--- src/design/sdc_pkg.sv ---
// ----------------------------------------------------------------------------
// sdc_pkg
// Shared types, kind codes and attribute bit masks for the short-descriptor
// codec.
// ----------------------------------------------------------------------------
package sdc_pkg;

  // descriptor kinds
  localparam logic [2:0] KIND_TABLE   = 3'd0;
  localparam logic [2:0] KIND_SECTION = 3'd1;
  localparam logic [2:0] KIND_SUPER   = 3'd2;
  localparam logic [2:0] KIND_LARGE   = 3'd3;
  localparam logic [2:0] KIND_SMALL   = 3'd4;
  localparam logic [2:0] KIND_INVALID = 3'd5;

  // commands
  localparam logic CMD_DECODE = 1'b0;
  localparam logic CMD_ENCODE = 1'b1;

  // configuration register indexes
  localparam logic CFG_MULTICORE_SHARED = 1'b0;
  localparam logic CFG_PRIV_NEVER_EXEC  = 1'b1;

  // permission bits
  localparam logic [5:0] PERM_PR = 6'h01;
  localparam logic [5:0] PERM_PW = 6'h02;
  localparam logic [5:0] PERM_PX = 6'h04;
  localparam logic [5:0] PERM_UR = 6'h08;
  localparam logic [5:0] PERM_UW = 6'h10;
  localparam logic [5:0] PERM_UX = 6'h20;

  typedef struct packed {
    logic        command;
    logic [1:0]  level;
    logic [31:0] word;
    logic        valid_block;
    logic        is_table;
    logic        secure;
    logic        global_req;
    logic [5:0]  permissions;
    logic [2:0]  memory_type;
  } req_t;

  typedef struct packed {
    logic [2:0]  kind;
    logic [31:0] result_word;
    logic        out_valid_block;
    logic        out_table;
    logic        out_secure;
    logic        out_global;
    logic [5:0]  out_permissions;
    logic [2:0]  out_memory_type;
  } rsp_t;

  typedef struct packed {
    logic multicore_shared;
    logic privileged_never_execute;
  } cfg_t;

endpackage

--- src/design/sdc_req_if.sv ---
// ----------------------------------------------------------------------------
// sdc_req_if
// Request channel: command, level, descriptor or address and attributes.
// ----------------------------------------------------------------------------
interface sdc_req_if;
  logic        valid;
  logic        ready;
  logic        command;
  logic [1:0]  level;
  logic [31:0] word;
  logic        valid_block;
  logic        is_table;
  logic        secure;
  logic        global_req;
  logic [5:0]  permissions;
  logic [2:0]  memory_type;

  modport source (
    output valid, command, level, word, valid_block, is_table, secure,
           global_req, permissions, memory_type,
    input  ready
  );
  modport sink (
    input  valid, command, level, word, valid_block, is_table, secure,
           global_req, permissions, memory_type,
    output ready
  );
endinterface

--- src/design/sdc_rsp_if.sv ---
// ----------------------------------------------------------------------------
// sdc_rsp_if
// Result channel: kind, result word and decoded attributes.
// ----------------------------------------------------------------------------
interface sdc_rsp_if;
  logic        valid;
  logic        ready;
  logic [2:0]  kind;
  logic [31:0] result_word;
  logic        out_valid_block;
  logic        out_table;
  logic        out_secure;
  logic        out_global;
  logic [5:0]  out_permissions;
  logic [2:0]  out_memory_type;

  modport source (
    output valid, kind, result_word, out_valid_block, out_table, out_secure,
           out_global, out_permissions, out_memory_type,
    input  ready
  );
  modport sink (
    input  valid, kind, result_word, out_valid_block, out_table, out_secure,
           out_global, out_permissions, out_memory_type,
    output ready
  );
endinterface

--- src/design/sdc_cfg_if.sv ---
// ----------------------------------------------------------------------------
// sdc_cfg_if
// Configuration write channel: register index and write data.
// ----------------------------------------------------------------------------
interface sdc_cfg_if;
  logic valid;
  logic ready;
  logic index;
  logic data;

  modport source (output valid, index, data, input ready);
  modport sink (input valid, index, data, output ready);
endinterface

--- src/design/sdc_cfg_regs.sv ---
// ----------------------------------------------------------------------------
// sdc_cfg_regs
// Configuration register file; always ready for a write.
// ----------------------------------------------------------------------------
module sdc_cfg_regs (
  input  logic            clk,
  input  logic            rst,
  sdc_cfg_if.sink         cfg,
  output sdc_pkg::cfg_t   regs
);

  sdc_pkg::cfg_t regs_next;

  assign cfg.ready = 1'b1;

  always_comb begin
    regs_next = regs;
    if (cfg.valid) begin
      case (cfg.index)
        sdc_pkg::CFG_MULTICORE_SHARED: regs_next.multicore_shared = cfg.data;
        sdc_pkg::CFG_PRIV_NEVER_EXEC:  regs_next.privileged_never_execute = cfg.data;
        default:                       regs_next = regs;
      endcase
    end
  end

  always_ff @(posedge clk) begin
    if (rst) begin
      regs.multicore_shared         <= 1'b1;
      regs.privileged_never_execute <= 1'b0;
    end else begin
      regs <= regs_next;
    end
  end

endmodule

--- src/design/sdc_decode.sv ---
// ----------------------------------------------------------------------------
// sdc_decode
// Classify a short-format descriptor, mask its address and pull out the
// attributes of tables, sections and small pages.
// ----------------------------------------------------------------------------
module sdc_decode (
  input  sdc_pkg::req_t req,
  output sdc_pkg::rsp_t rsp
);

  logic        first;
  logic [31:0] w;
  logic [2:0]  kind;
  logic [31:0] mask;
  logic [5:0]  perm;

  assign first = (req.level == 2'd1);
  assign w     = req.word;

  always_comb begin
    kind = sdc_pkg::KIND_INVALID;
    if (first) begin
      if (w[1:0] == 2'b01) begin
        kind = sdc_pkg::KIND_TABLE;
      end else if (w[1]) begin
        kind = w[18] ? sdc_pkg::KIND_SUPER : sdc_pkg::KIND_SECTION;
      end
    end else begin
      if (w[1:0] == 2'b01) begin
        kind = sdc_pkg::KIND_LARGE;
      end else if (w[1]) begin
        kind = sdc_pkg::KIND_SMALL;
      end
    end
  end

  always_comb begin
    case (kind)
      sdc_pkg::KIND_TABLE:   mask = 32'hFFFF_FC00;
      sdc_pkg::KIND_SECTION: mask = 32'hFFF0_0000;
      sdc_pkg::KIND_SUPER:   mask = 32'hFF00_0000;
      sdc_pkg::KIND_LARGE:   mask = 32'hFFFF_0000;
      sdc_pkg::KIND_SMALL:   mask = 32'hFFFF_F000;
      default:               mask = 32'hFFFF_FFF0;
    endcase
  end

  always_comb begin
    perm                = '0;
    rsp                 = '0;
    rsp.kind            = kind;
    rsp.result_word     = w & mask;
    case (kind)
      sdc_pkg::KIND_TABLE: begin
        rsp.out_table  = 1'b1;
        rsp.out_secure = ~w[3];
      end
      sdc_pkg::KIND_SECTION: begin
        if (w[10]) begin
          perm = perm | sdc_pkg::PERM_PR | sdc_pkg::PERM_PX | sdc_pkg::PERM_UR
               | sdc_pkg::PERM_UX;
        end
        if (!w[15]) perm = perm | sdc_pkg::PERM_PW | sdc_pkg::PERM_UW;
        if (w[4]) perm = perm & ~(sdc_pkg::PERM_PX | sdc_pkg::PERM_UX);
        if (w[0]) perm = perm & ~sdc_pkg::PERM_PX;
        rsp.out_valid_block = 1'b1;
        rsp.out_permissions = perm;
        rsp.out_memory_type = w[14:12] | {1'b0, w[3:2]};
        rsp.out_global      = ~w[17];
        rsp.out_secure      = ~w[19];
      end
      sdc_pkg::KIND_SMALL: begin
        if (w[4]) begin
          perm = perm | sdc_pkg::PERM_PR | sdc_pkg::PERM_PX | sdc_pkg::PERM_UR
               | sdc_pkg::PERM_UX;
        end
        if (!w[9]) perm = perm | sdc_pkg::PERM_PW | sdc_pkg::PERM_UW;
        if (w[0]) perm = perm & ~(sdc_pkg::PERM_PX | sdc_pkg::PERM_UX);
        rsp.out_valid_block = 1'b1;
        rsp.out_permissions = perm;
        rsp.out_memory_type = w[8:6] | {1'b0, w[3:2]};
        rsp.out_global      = ~w[11];
      end
      default: begin
        rsp.out_permissions = '0;
      end
    endcase
  end

endmodule

--- src/design/sdc_encode.sv ---
// ----------------------------------------------------------------------------
// sdc_encode
// Widen requested permissions and build a table, section or small-page
// descriptor, then merge in the physical address.
// ----------------------------------------------------------------------------
module sdc_encode (
  input  sdc_pkg::req_t req,
  input  sdc_pkg::cfg_t cfg,
  output sdc_pkg::rsp_t rsp
);

  logic        first;
  logic [5:0]  a;
  logic [31:0] d;
  logic [2:0]  kind;
  logic [2:0]  tc;

  assign first = (req.level == 2'd1);
  assign tc    = req.memory_type;

  // user read or write implies the privileged one; write or execute implies read
  always_comb begin
    a = req.permissions;
    if ((a & (sdc_pkg::PERM_PX | sdc_pkg::PERM_PW)) != '0) a = a | sdc_pkg::PERM_PR;
    if ((a & (sdc_pkg::PERM_UX | sdc_pkg::PERM_UW)) != '0) a = a | sdc_pkg::PERM_UR;
    if ((a & sdc_pkg::PERM_UR) != '0) a = a | sdc_pkg::PERM_PR;
    if ((a & sdc_pkg::PERM_UW) != '0) a = a | sdc_pkg::PERM_PW;
  end

  always_comb begin
    d    = '0;
    kind = sdc_pkg::KIND_INVALID;
    if (first && req.is_table) begin
      kind = sdc_pkg::KIND_TABLE;
      d[0] = 1'b1;
      d[3] = ~req.secure;
    end else if (!req.valid_block) begin
      kind = sdc_pkg::KIND_INVALID;
    end else if (first) begin
      kind  = sdc_pkg::KIND_SECTION;
      d[1]  = 1'b1;
      d[16] = cfg.multicore_shared;
      d[4]  = ((a & (sdc_pkg::PERM_PX | sdc_pkg::PERM_UX)) == '0);
      d[0]  = cfg.privileged_never_execute && ((a & sdc_pkg::PERM_PX) == '0);
      d[11] = ((a & sdc_pkg::PERM_UR) != '0);
      d[15] = ((a & sdc_pkg::PERM_PW) == '0);
      d[10] = ((a & (sdc_pkg::PERM_UR | sdc_pkg::PERM_PR)) != '0);
      d[17] = ~req.global_req;
      d[19] = ~req.secure;
      d[12] = tc[2];
      d[3]  = tc[1];
      d[2]  = tc[0];
    end else begin
      kind  = sdc_pkg::KIND_SMALL;
      d[1]  = 1'b1;
      d[10] = cfg.multicore_shared;
      d[0]  = ((a & (sdc_pkg::PERM_PX | sdc_pkg::PERM_UX)) == '0);
      d[5]  = ((a & sdc_pkg::PERM_UR) != '0);
      d[9]  = ((a & sdc_pkg::PERM_PW) == '0);
      d[4]  = ((a & (sdc_pkg::PERM_UR | sdc_pkg::PERM_PR)) != '0);
      d[11] = ~req.global_req;
      d[6]  = tc[2];
      d[3]  = tc[1];
      d[2]  = tc[0];
    end
  end

  always_comb begin
    rsp             = '0;
    rsp.kind        = kind;
    rsp.result_word = d | req.word;
  end

endmodule

--- src/design/short_descriptor_codec.sv ---
// ----------------------------------------------------------------------------
// short_descriptor_codec
// Two-way codec between 32-bit short-format translation descriptors and
// abstract memory attributes.
// ----------------------------------------------------------------------------
// A request is captured in an input register, decoded or encoded by a single
// pass of bit-field logic, and the result lands in an output register. One
// request is taken every cycle while the result side is not stalled, and a
// stalled result holds both registers while the input register still frees
// up as soon as the result register does. Configuration writes are taken at
// any time but should only be issued while no request is in flight; the
// registers are read when a request moves into the result register. Decode
// masks the address by kind and reports attributes for tables, sections and
// small pages only; encode reports kind and descriptor with zero attributes.
// A level other than one is treated as the second level.
// ----------------------------------------------------------------------------
module short_descriptor_codec (
  input  logic     clk,
  input  logic     rst,
  sdc_req_if.sink  req,
  sdc_rsp_if.source rsp,
  sdc_cfg_if.sink  cfg
);

  sdc_pkg::cfg_t regs;
  sdc_pkg::req_t in_req;
  sdc_pkg::req_t s1_req;
  logic          s1_valid;
  sdc_pkg::rsp_t dec_rsp;
  sdc_pkg::rsp_t enc_rsp;
  sdc_pkg::rsp_t rsp_next;
  sdc_pkg::rsp_t rsp_q;
  logic          rsp_valid;
  logic          advance;

  sdc_cfg_regs u_cfg (
    .clk  (clk),
    .rst  (rst),
    .cfg  (cfg),
    .regs (regs)
  );

  // gather the request payload
  always_comb begin
    in_req.command     = req.command;
    in_req.level       = req.level;
    in_req.word        = req.word;
    in_req.valid_block = req.valid_block;
    in_req.is_table    = req.is_table;
    in_req.secure      = req.secure;
    in_req.global_req  = req.global_req;
    in_req.permissions = req.permissions;
    in_req.memory_type = req.memory_type;
  end

  // result register moves when empty or drained this cycle
  assign advance   = !rsp_valid || rsp.ready;
  assign req.ready = !s1_valid || advance;

  // input register: hold while the result side stalls
  always_ff @(posedge clk) begin
    if (rst) begin
      s1_valid <= 1'b0;
    end else if (req.ready) begin
      s1_valid <= req.valid;
    end
  end

  always_ff @(posedge clk) begin
    if (req.ready && req.valid) begin
      s1_req <= in_req;
    end
  end

  sdc_decode u_dec (
    .req (s1_req),
    .rsp (dec_rsp)
  );

  sdc_encode u_enc (
    .req (s1_req),
    .cfg (regs),
    .rsp (enc_rsp)
  );

  assign rsp_next = (s1_req.command == sdc_pkg::CMD_ENCODE) ? enc_rsp : dec_rsp;

  // result register: advance when empty or when the sink takes the current result
  always_ff @(posedge clk) begin
    if (rst) begin
      rsp_valid <= 1'b0;
    end else if (advance) begin
      rsp_valid <= s1_valid;
    end
  end

  always_ff @(posedge clk) begin
    if (advance && s1_valid) begin
      rsp_q <= rsp_next;
    end
  end

  assign rsp.valid           = rsp_valid;
  assign rsp.kind            = rsp_q.kind;
  assign rsp.result_word     = rsp_q.result_word;
  assign rsp.out_valid_block = rsp_q.out_valid_block;
  assign rsp.out_table       = rsp_q.out_table;
  assign rsp.out_secure      = rsp_q.out_secure;
  assign rsp.out_global      = rsp_q.out_global;
  assign rsp.out_permissions = rsp_q.out_permissions;
  assign rsp.out_memory_type = rsp_q.out_memory_type;

`ifndef SYNTH
  a_reset_empty: assert property (@(posedge clk)
    rst |=> (!s1_valid && !rsp_valid))
    else $error("pipeline not empty after reset");

  a_accept_lands: assert property (@(posedge clk) disable iff (rst)
    (req.valid && req.ready) |=> s1_valid)
    else $error("accepted request lost from input register");

  a_ready_when_empty: assert property (@(posedge clk) disable iff (rst)
    !rsp_valid |-> req.ready)
    else $error("input stalled with empty result register");

  a_kind_range: assert property (@(posedge clk) disable iff (rst)
    rsp_valid |-> (rsp_q.kind <= sdc_pkg::KIND_INVALID))
    else $error("result kind out of range");

  a_no_attr: assert property (@(posedge clk) disable iff (rst)
    (rsp_valid && (rsp_q.kind == sdc_pkg::KIND_SUPER ||
                   rsp_q.kind == sdc_pkg::KIND_LARGE ||
                   rsp_q.kind == sdc_pkg::KIND_INVALID))
    |-> (rsp_q.out_permissions == '0 && rsp_q.out_memory_type == '0 &&
         !rsp_q.out_valid_block && !rsp_q.out_table && !rsp_q.out_secure &&
         !rsp_q.out_global))
    else $error("attributes reported for a kind that carries none");
`endif

endmodule

--- src/flat_wrapper.sv ---
// flat-port wrapper written by rule: the top's interface ports become plain ports
module short_descriptor_codec_flat 
  (clk, rst, req_valid, req_command, req_level, req_word, req_valid_block, req_is_table, req_secure, req_global_req, req_permissions, req_memory_type, req_ready, rsp_valid, rsp_kind, rsp_result_word, rsp_out_valid_block, rsp_out_table, rsp_out_secure, rsp_out_global, rsp_out_permissions, rsp_out_memory_type, rsp_ready, cfg_valid, cfg_index, cfg_data, cfg_ready);
  sdc_req_if req_i ();
  sdc_rsp_if rsp_i ();
  sdc_cfg_if cfg_i ();
  input  logic clk;
  input  logic rst;
  input wire logic [$bits(req_i.valid)-1:0] req_valid;
  input wire logic [$bits(req_i.command)-1:0] req_command;
  input wire logic [$bits(req_i.level)-1:0] req_level;
  input wire logic [$bits(req_i.word)-1:0] req_word;
  input wire logic [$bits(req_i.valid_block)-1:0] req_valid_block;
  input wire logic [$bits(req_i.is_table)-1:0] req_is_table;
  input wire logic [$bits(req_i.secure)-1:0] req_secure;
  input wire logic [$bits(req_i.global_req)-1:0] req_global_req;
  input wire logic [$bits(req_i.permissions)-1:0] req_permissions;
  input wire logic [$bits(req_i.memory_type)-1:0] req_memory_type;
  output wire logic [$bits(req_i.ready)-1:0] req_ready;
  output wire logic [$bits(rsp_i.valid)-1:0] rsp_valid;
  output wire logic [$bits(rsp_i.kind)-1:0] rsp_kind;
  output wire logic [$bits(rsp_i.result_word)-1:0] rsp_result_word;
  output wire logic [$bits(rsp_i.out_valid_block)-1:0] rsp_out_valid_block;
  output wire logic [$bits(rsp_i.out_table)-1:0] rsp_out_table;
  output wire logic [$bits(rsp_i.out_secure)-1:0] rsp_out_secure;
  output wire logic [$bits(rsp_i.out_global)-1:0] rsp_out_global;
  output wire logic [$bits(rsp_i.out_permissions)-1:0] rsp_out_permissions;
  output wire logic [$bits(rsp_i.out_memory_type)-1:0] rsp_out_memory_type;
  input wire logic [$bits(rsp_i.ready)-1:0] rsp_ready;
  input wire logic [$bits(cfg_i.valid)-1:0] cfg_valid;
  input wire logic [$bits(cfg_i.index)-1:0] cfg_index;
  input wire logic [$bits(cfg_i.data)-1:0] cfg_data;
  output wire logic [$bits(cfg_i.ready)-1:0] cfg_ready;
  assign req_i.valid = req_valid;
  assign req_i.command = req_command;
  assign req_i.level = req_level;
  assign req_i.word = req_word;
  assign req_i.valid_block = req_valid_block;
  assign req_i.is_table = req_is_table;
  assign req_i.secure = req_secure;
  assign req_i.global_req = req_global_req;
  assign req_i.permissions = req_permissions;
  assign req_i.memory_type = req_memory_type;
  assign req_ready = req_i.ready;
  assign rsp_valid = rsp_i.valid;
  assign rsp_kind = rsp_i.kind;
  assign rsp_result_word = rsp_i.result_word;
  assign rsp_out_valid_block = rsp_i.out_valid_block;
  assign rsp_out_table = rsp_i.out_table;
  assign rsp_out_secure = rsp_i.out_secure;
  assign rsp_out_global = rsp_i.out_global;
  assign rsp_out_permissions = rsp_i.out_permissions;
  assign rsp_out_memory_type = rsp_i.out_memory_type;
  assign rsp_i.ready = rsp_ready;
  assign cfg_i.valid = cfg_valid;
  assign cfg_i.index = cfg_index;
  assign cfg_i.data = cfg_data;
  assign cfg_ready = cfg_i.ready;
  short_descriptor_codec u_core (.clk(clk), .rst(rst), .req(req_i), .rsp(rsp_i), .cfg(cfg_i));
endmodule
--- config.mk ---
export PLATFORM = sky130hd
export DESIGN_NAME = short_descriptor_codec_flat
export DESIGN_NICKNAME = d
export VERILOG_FILES = /design/src/design/sdc_pkg.sv /design/src/design/sdc_req_if.sv /design/src/design/sdc_rsp_if.sv /design/src/design/sdc_cfg_if.sv /design/src/design/sdc_cfg_regs.sv /design/src/design/sdc_decode.sv /design/src/design/sdc_encode.sv /design/src/design/short_descriptor_codec.sv /design/src/flat_wrapper.sv
export SDC_FILE = /design/constraint.sdc
export NUM_CORES = 1
export LEC_CHECK = 0
export BUFFER_PORTS_ARGS = -buffer_cell sky130_fd_sc_hd__buf_2
export CORE_MARGIN = 2
export CORE_UTILIZATION = 50
export DETAILED_ROUTE_END_ITERATION = 12
export PLACE_DENSITY = 0.8
export REMOVE_ABC_BUFFERS = 1
export SLEW_MARGIN = 20
export SYNTH_ARGS = -nofsm -noshare
export SYNTH_HDL_FRONTEND = slang
export SYNTH_SLANG_ARGS = --single-unit
--- constraint.sdc ---
create_clock -name clk -period 4.3 [get_ports clk]
set_input_delay 0.645 -clock clk [delete_from_list [all_inputs] [get_ports clk]]
set_output_delay 0.645 -clock clk [all_outputs]
set_load 0.05 [all_outputs]
### After elaboration in Yosys (flattened, before gate mapping)

Cells that the tools add are included.

| word-level totals | value |
|---|---|
| bits in registers | 100 |
| output and inout port bits | 51 |
| input bits | 55 |
| word-level logic and storage cells | 102 |

| cells by class | value |
|---|---|
| muxes and demuxes | 46 |
| reductions and logical operators | 18 |
| equal/unequal tests | 6 |
| bitwise logic cells | 11 |

Operators by type and width:

| kind | count |
|---|---|
| $pmux 24 s5 | 1 |
| $mux 48 | 1 |
| $mux 3 | 12 |
| $and 32x32->32 | 1 |
| $or 20x32->32 | 1 |
| $mux 6 | 4 |
| $logic_not 6->1 | 3 |
| $reduce_bool 6->1 | 3 |
| $mux 4 | 4 |
| $mux 5 | 3 |
| $pmux 6 s2 | 1 |
| $mux 1 | 11 |
| $mux 2 | 5 |
| $mux 7 | 1 |
| $not 1->1 | 7 |
| $eq 3x2->1 const B | 2 |
| $or 3x2->3 | 2 |
| $pmux 3 s2 | 1 |
| $eq 2x1->1 const B | 2 |
| $logic_and 1x1->1 | 4 |
| $pmux 1 s2 | 2 |
| $reduce_and 2->1 | 2 |
| $eq 3x1->1 const B | 1 |
| $eq 3x3->1 const B | 1 |
| other kinds (4) | 6 |

### Depth between registers and ports, before layout

Gate-level depths: netlist of run 1.

| depth | value |
|---|---|
| word-level depth | 11 |
| mapped depth | 5 |

### By module

Synthesis of run 1 repeated with hierarchy kept, for this count alone.

| unflattened totals | value |
|---|---|
| cells, all modules | 315 |
| area, all modules | 4719.5 um2 |

By module, submodules not included:

| module | seq. area each (um2) | area each (um2) | instances | cells an instance |
|---|---|---|---|---|
| short_descriptor_codec | 2922.8 | 3626.0 | 1 | 159 |
| sdc_decode | 0.0 | 518.0 | 1 | 80 |
| sdc_encode | 0.0 | 480.5 | 1 | 65 |
| sdc_cfg_regs | 40.0 | 95.1 | 1 | 11 |

### Least setup slack after synthesis of run 1

Ideal clock, no wire load.

| timing path | value |
|---|---|
| path type | input to register |
| start point | input rsp_ready |
| end point | register u_core.rsp_q (netlist bit u_core.rsp.kind[0]) (enable) |
| stages | 2 |
| data arrival time | 2.779 ns |
| library setup time | 0.455 ns |
| path buffers | 0 |
| slack | 1.066 ns |
| cells stage by stage | nor2b_1 -> nor2b_1 |

| on the way | value |
|---|---|
| word-level cells in the longest chain between the ends | 2 |

Ends and longest elaborated chain:

| what | RTL line | text |
|---|---|---|
| from (decl) | flat_wrapper.sv:29 | `input wire logic [$bits(rsp_i.ready)-1:0] rsp_ready;` |
| $logic_or 1x1->1 | short_descriptor_codec.sv:57 | `assign advance = !rsp_valid \|\| rsp.ready;` |
| $logic_and 1x1->1 | short_descriptor_codec.sv:98 | `if (advance && s1_valid) begin` |
| to (signal assigned) | short_descriptor_codec.sv:99 | `rsp_q <= rsp_next;` |
| to (decl) | short_descriptor_codec.sv:32 | `sdc_pkg::rsp_t rsp_q;` |

No other way between the ends.
A chain may end at the register's enable or synchronous reset.

### Worst setup path after layout of run 1

| timing path | value |
|---|---|
| start point | input rsp_ready |
| end point | output req_ready |

| on the way | value |
|---|---|
| word-level cells in the longest chain between the ends | 2 |

Ends and longest elaborated chain:

| what | RTL line | text |
|---|---|---|
| $logic_or 1x1->1 | short_descriptor_codec.sv:57 |  |
| $logic_or 1x1->1 | short_descriptor_codec.sv:58 | `assign req.ready = !s1_valid \|\| advance;` |
| to (decl) | flat_wrapper.sv:19 | `output wire logic [$bits(req_i.ready)-1:0] req_ready;` |

No other way between the ends.

==> flow_summary.ini, run 1 <==
[cells_and_area]
finalNonFillerCells = 438
antenna_cells = 0
area_growth_pct = 21.53
drive_gt1_share_pct = 38.35
final_nets = 389

[synth]
syn-mean-instance-area_um2 = 16.01
ys_warn_count = 0
yosysUniqueCellTypes = 43
synthCells = 228
netlist_area_um2 = 3650
ys_seq_elements = 98
yosysSeqAreaShare_pct = 79.53

[sta]
timing.final.crit_period_ps = 2125
tightest_slew_ps = 956.1
fmax_mhz = 470.7
rsz0062_at_grt = no
finalCritPeriodShare_pct = 49.41
skew_ps = 14.95
maxSlewViolCount = 0
hold_violations = 0
finalSetupViolations = 0
slew_headroom_pct = 36.26
whs_ps = 427.0
tns_ps = 0

[clock_tree]
clock_latency_ps = 360
path_clk_slew_ps = 90
clk_path_buf_depth = 2
numCtsBuffers = 9
cts_resized = 0
postCtsSetupRepairBufs = 0
htreeDepth = 3
clock_sinks = 98
root_buffer = clkbuf_8
cts_tree = built
hold_buffers = 0

[drt]
drc_errors = 0
via_count = 2281
post_drt_wl_per_cell_um = 16.18
wl_um = 7088
antenna_left = 0
dr.pass1.iters = 5
via_per_inst = 5.208
first_iter_violations = 230

[global_routing]
grt_max_degree = 49
grt.total_usage_pct = 18.64
grt_pass1_wl_um = 10520
grt_pass1_vias = 2202
grt-ovfl-total = 0
antenna_found_initial = 0

[floorplanning]
die_area_um2 = 7999
fp.dieH_um = 89.44
rows = 31
die_w_um = 89.44
core_um2 = 7176
start_util_pct = 50.86
io_pins = 106

[setup_path]
cp_max_fo = 4
rr_worst_depth = 3
cp-start-kind = input pin
crit_required_ps = 3650
cp_data_arrival_time_ps = 1480
critPathKind = in -> out
cp-end-kind = output port

[power]
cell_internal_pwr_mw = 1.376
pwr-share-comb_pct = 11.0
power_switching_mw = 0.4757
peakVddDrop_v = 0.0001959
pwr_density_cell_nw_per_um2 = 417.4
pwr-share-seq_pct = 61.3
swShare_pct = 25.69
power.leakage_nw = 1.680
clkPwrFrac_pct = 27.6

[placed_design]
place_inst = 422
place.gp.congestion = 0.8119
port_buffers = 104
dpl.hpwl_um = 5021

[hold_path]
worstHoldPathCells = 0
hold_class = reg -> reg

[run_status]
status = finished, final reports clean

[job]
drv_cap = 0
[cells in the mapped netlist, drive strengths merged]
cell type / n / area (um^2)
a211o: 1 / 8.760
a21boi: 1 / 7.510
a21oi: 14 / 73.82
a22o: 3 / 26.28
a2bb2oi: 1 / 8.760
a31oi: 1 / 6.260
a32oi: 1 / 8.760
and2: 7 / 43.79
and2b: 2 / 17.52
and3: 1 / 6.260
and4bb: 1 / 16.27
buf: 8 / 48.79
clkbuf: 2 / 8.750
conb: 1 / 3.750
dfxtp: 4 / 80.08
edfxtp: 94 / 2823
inv: 2 / 7.510
nand2: 17 / 66.32
nand2b: 1 / 8.760
nand3: 4 / 20.02
nand3b: 1 / 11.26
nor2: 17 / 63.81
nor2b: 10 / 62.56
nor3: 2 / 20.02
nor4: 1 / 6.260
o2111ai: 1 / 8.760
o211ai: 3 / 22.52
o21a: 2 / 15.01
o21ai: 16 / 80.08
o21bai: 1 / 7.510
o22a: 2 / 17.52
o22ai: 1 / 6.260
o31a: 1 / 8.760
o31ai: 1 / 7.510
or2: 1 / 8.760
or3: 2 / 12.51
[worst max-delay path: stages]
cell,delay [ps]
buf_2,90
nor2b_1,330
nand2_1,170
buf_2,240
[routing by layer]
layer / GRT usage [%] / share of wire (%)
met1: 23.09 / 39
met2: 30.10 / 53
met3: 6.094 / 6.8
met4: 8.277 / 1.5
met5: 0 / 0
[per-stage QoR]
| stage | worst slack, ps | util, % | power (mW) | instance area [um^2] |
|---|---|---|---|---|
| after floorplan | 1066 | - | 1.289 | 3592 |
| after global placement | 2139 | 59.16 | 1.353 | 4245 |
| after detailed placement | 2010 | 59.44 | 1.363 | 4265 |
| after CTS | 2198 | 61.80 | 1.871 | 4434 |
| after global routing | 2121 | 61.81 | 1.927 | 4436 |
| final | 2175 | 61.81 | 1.852 | 4436 |
[registers in the layout, indices dropped and copies added, names as in the netlist]
register	flops
u_core.rsp.result_word	32
u_core.rsp.out_table	1
u_core.s1_req	48
u_core.rsp.out_valid_block	1
u_core.u_cfg.regs	2
u_core.s1_valid	1
u_core.rsp.kind	3
u_core.rsp.out_memory_type	3
u_core.rsp.out_permissions	4
u_core.rsp.valid	1
u_core.rsp.out_secure	1
u_core.rsp.out_global	1
[kinds of logic (layout without fill, tap and decap cells)]
| family | count (synthesis) | after routing | synth area share (%) |
|---|---|---|---|
| AO/OA/AOI/OAI | 50 | 50 | 8.606 |
| buffers and inverters | 12 | 123 | 1.782 |
| flip-flops | 98 | 98 | 79.53 |
| other | 1 | 1 | 0.1027 |
| AND/OR/NAND/NOR | 67 | 67 | 9.977 |
[power by group through the flow]
stage          clock network [mW]  registers [mW]  logic [mW]
6_report                    0.511            1.14       0.204
5_1_grt                     0.567            1.14       0.219
4_1_cts                     0.529            1.14       0.205
3_5_place_dp                    0            1.16       0.204
3_3_place_gp                    0            1.16       0.197
2_1_floorplan                   0            1.23      0.0565
[path summary, 6_finish.rpt]
path	from	endpoint	slack, ps
max	rsp_ready	req_ready	2180
min	u_core.s1_req[42]	u_core.rsp.result_word[29]	430
max reg2reg	u_core.s1_req[47]	u_core.rsp.result_word[19]	2450
min reg2reg	u_core.s1_req[42]	u_core.rsp.result_word[29]	430
[cell type report]
cell class              instances  area, um^2
repair buffers                105       540.5
well taps                      99       123.9
multi-input cells             118       691.9
flip-flops and latches         98        2903
clock inverters                 6       41.29
inverters                       2       7.507
fillers                       565        2740
clock buffers                  10       127.6
[cells in the final DEF (no fill, tap or decap), drive strengths merged]
cell	Yosys	layout
dfxtp	4	4
nor4	1	1
edfxtp	94	94
and3	1	1
inv	2	3
buf	8	105
o31ai	1	1
conb	1	1
a2bb2oi	1	1
nand2b	1	1
nor3	2	2
o21a	2	2
a31oi	1	1
o21bai	1	1
a21boi	1	1
a32oi	1	1
nor2b	10	10
o211ai	3	3
o21ai	16	16
clkinvlp	0	2
o22ai	1	1
a21oi	14	14
o2111ai	1	1
clkinv	0	3
a22o	3	3
or3	2	2
or2	1	1
and2b	2	2
nand3	4	4
nand3b	1	1
nand2	17	17
o31a	1	1
a211o	1	1
nor2	17	17
and4bb	1	1
o22a	2	2
and2	7	7
clkbuf	2	10
(Power assumes the default switching activity.)
==> run 2, diff against run 1 <==
ABC_AREA = 1   (was unset)
clock period = 2.2 ns   (was 4.3 ns; I/O delays follow)
==> run 2 against run 1 <==
Compared with the run above:
- non-clock buffer count increased by 2
- sequential share of layout area decreased by 2.3 points
- critical path depth unchanged
- hold slack got worse by 300 ps
- flip-flop and latch count unchanged
- sequential power increased by 94%
- count of clock-buffer cells in the layout decreased by 1
- wire length increased by 5.2%
- clock power increased to 2.5 times the previous value
- register-to-register slack got worse by 1900 ps
- global-route usage increased by 0.81 points
- largest power group unchanged
- highest routed layer unchanged
==> flow_summary.ini, run 2 <==
[run_status]
status = finished, final reports clean

[synth]
async_reset_ff_share_pct = 0
synth_edf_count = 94
yosysSeqAreaShare_pct = 78.46
synth_flop_cell = edfxtp_1
syn-mean-instance-area_um2 = 13.26
yosysUniqueCellTypes = 22
synth_top_area_cell = edfxtp_1
synth_common_cells = edfxtp_1, nand2_1, inv_1, nor2_1, a21oi_1
synth_top_area_share_pct = 76.29
ys_seq_elements = 98
synth.area.top_cells = edfxtp_1, nand2_1, inv_1
yosysMostFrequentCell = edfxtp_1
ys_warn_count = 0
netlist_area_um2 = 3700
synthCells = 279

[drt]
drc_errors = 0
first_iter_violations = 163
antenna_left = 0
wl_um = 7455
via_per_inst = 4.863
dr.pass1.iters = 5
post_drt_wl_per_cell_um = 15.06
via_count = 2407

[hold_path]
hp-start = req_word[27]
hold_class = in -> reg
holdPathEnd = u_core.s1_req[40]
worstHoldPathCells = 1

[power]
pwr_density_cell_nw_per_um2 = 856.5
pwr-share-comb_pct = 10.8
power_switching_mw = 0.9997
peakVddDrop_v = 0.0006018
pwr-share-seq_pct = 56.1
cell_internal_pwr_mw = 2.937
power.leakage_nw = 1.984
swShare_pct = 25.40
p_total_mw = 3.936
clkPwrFrac_pct = 33.1

[clock_tree]
postCtsSetupRepairBufs = 0
clock_sinks = 98
cts_tree = built
clk_path_buf_depth = 2
clock_latency_ps = 360
htreeDepth = 3
hold_buffers = 0
cts_resized = 0
numCtsBuffers = 9
root_buffer = clkbuf_8
path_clk_slew_ps = 100

[setup_path]
r2r_start = u_core.s1_req[47]
crit_required_ps = 2330
rrSetupSlack_ps = 560
critPathKind = reg -> reg
cp-start-kind = flip-flop
cp_max_fo = 16
rr_worst_depth = 4
cp_data_arrival_time_ps = 1770
cp-end-kind = flip-flop
reg2reg_to = u_core.rsp.result_word[15]

[cells_and_area]
drive_gt1_share_pct = 33.84
fillers = 546
area_growth_pct = 24.21
top_register = u_core.s1_req
final_cell_mix = buf_2, edfxtp_1, nand2_1, inv_1, nor2_1
mostFrequentLayoutCell = buf_2
fin_area_um2 = 4596
largest_reg_flops = 48
final_nets = 446
multi_input_area_um2 = 620.6
antenna_cells = 0
seqCellArea_um2 = 2903

[sta]
skew_ps = 12.33
timing.final.crit_period_ps = 1640
hold_violations = 0
fmax_mhz = 609.9
tightest_slew_ps = 589.2
finalCritPeriodShare_pct = 74.53
maxSlewViolCount = 0
finalSetupViolations = 0
slew_headroom_pct = 60.72
setup_ws_ps = 560.4
tns_ps = 0
rsz0062_at_grt = no

[global_routing]
grt-ovfl-total = 0
grt.total_usage_pct = 19.45
grt_pass1_wl_um = 11950
antenna_found_initial = 0
grt_pass1_vias = 2336
grt_max_degree = 49

[floorplanning]
rows = 31
core_um2 = 7214
start_util_pct = 51.28
die_area_um2 = 8104
io_pins = 106
die_w_um = 90.02
fp.dieH_um = 90.02

[placed_design]
dpl.hpwl_um = 5367
place.gp.congestion = 0.8671
dpl_worst_slack_ps = 605.0
port_buffers = 104
place_area_um2 = 4365

[job]
drv_cap = 0
## run 2: changes by cell type after synthesis, sizes merged, moves of 4 or more
cell   change
nand2     +41
inv       +38
nor2      +11
nor2b     -10
nand3      +8
and2       -7
o21ai      -7
a21oi      +4
## run 2: critical path, cell delays in order, from the launching register on
cell	delay, ps
edfxtp_1	650
nor2_2	350
nand3_1	230
nand2_1	110
o31ai_1	70
## run 2: how the worst max path moves through the flow
stage	startpoint	end	slack (ps)	depth (start not counted)
floorplan	u_core.rsp.valid	u_core.rsp.kind[0]	-1110	1
global placement	u_core.s1_req[47]	u_core.rsp.result_word[15]	690	4
detailed placement	u_core.s1_req[47]	u_core.rsp.result_word[15]	600	4
CTS	u_core.s1_req[47]	u_core.rsp.result_word[15]	610	4
global route	u_core.s1_req[47]	u_core.rsp.result_word[15]	440	4
finish	u_core.s1_req[47]	u_core.rsp.result_word[15]	560	4
## run 2: metal layers
layer  GRT usage [%]  vias up  part of all wire [%]
met5               0        -                     0
met2           31.33      119                    50
li1                -     1170                     -
met3           4.275        7                   5.8
met1           26.18     1111                    42
met4           7.436        0                   1.7
## run 2: cell type report
class | count | share of cell area (%)
Inverter | 40 | 3.267
Timing Repair Buffer | 107 | 12.36
Clock buffer | 9 | 2.695
Sequential cell | 98 | 63.16
Multi-Input combinational cell | 135 | 13.50
Clock inverter | 7 | 2.314
Tap cell | 99 | 2.695
## run 2: metrics by stage
step,hold WS (ps),instances,util [%]
final,130.5,495,63.70
after floorplan,399.1,273,-
after detailed placement,404.5,479,60.51
after global placement,400.7,479,60.51
after global routing,112.2,495,63.70
after CTS,116.5,495,63.70
## run 2: cells by family after synthesis
logic type | share of synthesized area (%)
buf+inv | 5.072
simple gates | 11.70
compound gates | 4.667
flops | 78.46
other cells | 0.1014
## run 2: power by group through the flow
stage                     registers, mW  clock network (mW)  logic (mW)
after floorplan                    2.40                   0       0.126
after global placement             2.25                   0       0.416
after detailed placement           2.25                   0       0.425
after CTS                          2.21                1.33       0.426
after global routing               2.22                1.39       0.457
final                              2.21                1.30       0.425
==> run 3, diff against run 2 <==
clock period = 1.7 ns   (was 2.2 ns; I/O delays follow)
==> run 3 against run 2 <==
Compared with the run above:
- hold slack lost 76 ps
- global-route usage shrank 0.59 points
- count of clock-buffer cells in the layout is the same
- core utilization shrank 0.42 points
- register-to-register slack lost 400 ps
- sequential share of layout area grew 0.42 points
- worst setup slack lost 400 ps
- non-clock buffer count grew 2
- cell count grew 0.40%
- wire length shrank 3.5%
- combinational power grew 31%
- critical endpoint unchanged
==> flow_summary.ini, run 3 (synthesis results as in run 2) <==
[floorplanning]
io_pins = 106
die_area_um2 = 8104
rows = 31
core_um2 = 7214
fp.dieH_um = 90.02
die_w_um = 90.02
start_util_pct = 51.28

[setup_path]
path_cells = inv_2 > nand2_4 > nand2_1 > nand3_1 > nand2_1 > o31ai_1
cp_max_fo = 8
cp-end-kind = flip-flop
cp_common_cell = nand2_1
cp-start-kind = flip-flop
rrSetupSlack_ps = 160
crit_required_ps = 1810
critPathKind = reg -> reg
critPathBufInv = 1
cp_data_arrival_time_ps = 1650
critical-path-max-stage-delay_ps = 430
critical_path.top_delay_family = simple AND/OR/NAND/NOR gates
crit_path_top_delay_cell = edfxtp_1

[cells_and_area]
final_cell_mix = buf_2, edfxtp_1, nand2_1, inv_1, nor2_1
largest_reg_flops = 48
area_growth_pct = 23.40
antenna_cells = 0
multi_input_area_um2 = 620.6
final_nets = 448
seqCellArea_um2 = 2903
top_register = u_core.s1_req
drive_gt1_share_pct = 34.17
mostFrequentLayoutCell = buf_2
fillers = 570

[run_status]
status = finished, final reports clean

[clock_tree]
cts_resized = 0
hold_buffers = 0
root_buffer = clkbuf_8
postCtsSetupRepairBufs = 0
cts_tree = built
clk_path_buf_depth = 2
htreeDepth = 3
clock_latency_ps = 370
path_clk_slew_ps = 100
clock_sinks = 98
numCtsBuffers = 9

[placed_design]
place.gp.congestion = 0.8346
dpl.hpwl_um = 5259
port_buffers = 104

[drt]
dr.pass1.iters = 5
drc_errors = 0
via_count = 2388
post_drt_wl_per_cell_um = 14.47
antenna_left = 0
wl_um = 7192
first_iter_violations = 176
via_per_inst = 4.805

[global_routing]
use_met3_pct = 4.778
grt-ovfl-total = 0
grt_pass1_wl_um = 11660
grt_use_met1_pct = 23.78
grt_max_degree = 49
top_usage_layer = met2
met2_usage_pct = 31.45
antenna_found_initial = 0
grt_pass1_vias = 2357
grt.total_usage_pct = 18.87

[power]
clkPwrFrac_pct = 28.9
power_switching_mw = 1.289
swShare_pct = 26.88
pwr-share-comb_pct = 11.6
pwr-share-seq_pct = 59.5
pwr_density_cell_nw_per_um2 = 1050
power.leakage_nw = 1.971
p_total_mw = 4.795
peakVddDrop_v = 0.0005196
cell_internal_pwr_mw = 3.506

[sta]
finalCritPeriodShare_pct = 90.61
hold_violations = 0
timing.final.crit_period_ps = 1540
maxSlewViolCount = 0
rsz0062_at_grt = no
whs_ps = 54.87
finalSetupViolations = 0
skew_ps = 9.680
fmax_mhz = 649.2

[job]
drv_cap = 0

[hold_path]
hold_class = in -> reg
-- run 3: cell types whose count changed in the layout (fill, tap and decap cells not counted) --
cell,delta
buf_4,+2
clkinvlp_4,+1
bufinv_16,-2
inv_6,-2
clkinv_2,+1
clkinv_4,+1
inv_8,+1
-- run 3: final timing paths --
check	startpoint	to	depth (start not counted)
worst max-delay path	u_core.s1_req[46]	u_core.rsp.result_word[15]	6
worst min-delay path	req_word[24]	u_core.s1_req[37]	1
worst max register to register	u_core.s1_req[46]	u_core.rsp.result_word[15]	6
worst min register to register	u_core.s1_req[43]	u_core.rsp.result_word[30]	0
-- run 3: worst register-to-register path, stage by stage (launching register included) --
cell	delay [ps]
edfxtp_1	430
inv_2	90
nand2_4	90
nand2_1	240
nand3_1	260
nand2_1	120
o31ai_1	80
-- run 3: metrics by stage --
step	setup WS (ps)	utilization (%)	TNS (ps)	std cells	cell area (um^2)
global placement	219.5	60.72	0	481	4380
finish	159.6	63.28	0	497	4566
detailed placement	190.9	60.72	0	481	4380
CTS	179.2	63.28	0	497	4566
global route	55.36	63.28	0	497	4566
floorplan	-1606	-	-111370	273	3662
-- run 3: layout make-up --
cell class / count / share of cell area [%]
Clock buffer: 9 / 2.713
Clock inverter: 7 / 1.343
Inverter: 40 / 3.289
Multi-Input combinational cell: 135 / 13.59
Sequential cell: 98 / 63.58
Tap cell: 99 / 2.713
Timing Repair Buffer: 109 / 12.77
-- run 3: layer usage --
metal	part of all wire [%]	vias to the layer above
li1	-	1179
met1	41	1097
met2	50	103
met3	7.2	9
met4	1.8	0
met5	0	-
-- run 3: power by group through the flow --
stage | Combinational (mW) | Sequential (mW) | Clock (mW)
final | 0.556 | 2.85 | 1.39
after global routing | 0.599 | 2.87 | 1.52
after CTS | 0.557 | 2.85 | 1.42
after detailed placement | 0.556 | 2.91 | 0
after global placement | 0.547 | 2.90 | 0
after floorplan | 0.164 | 3.10 | 0
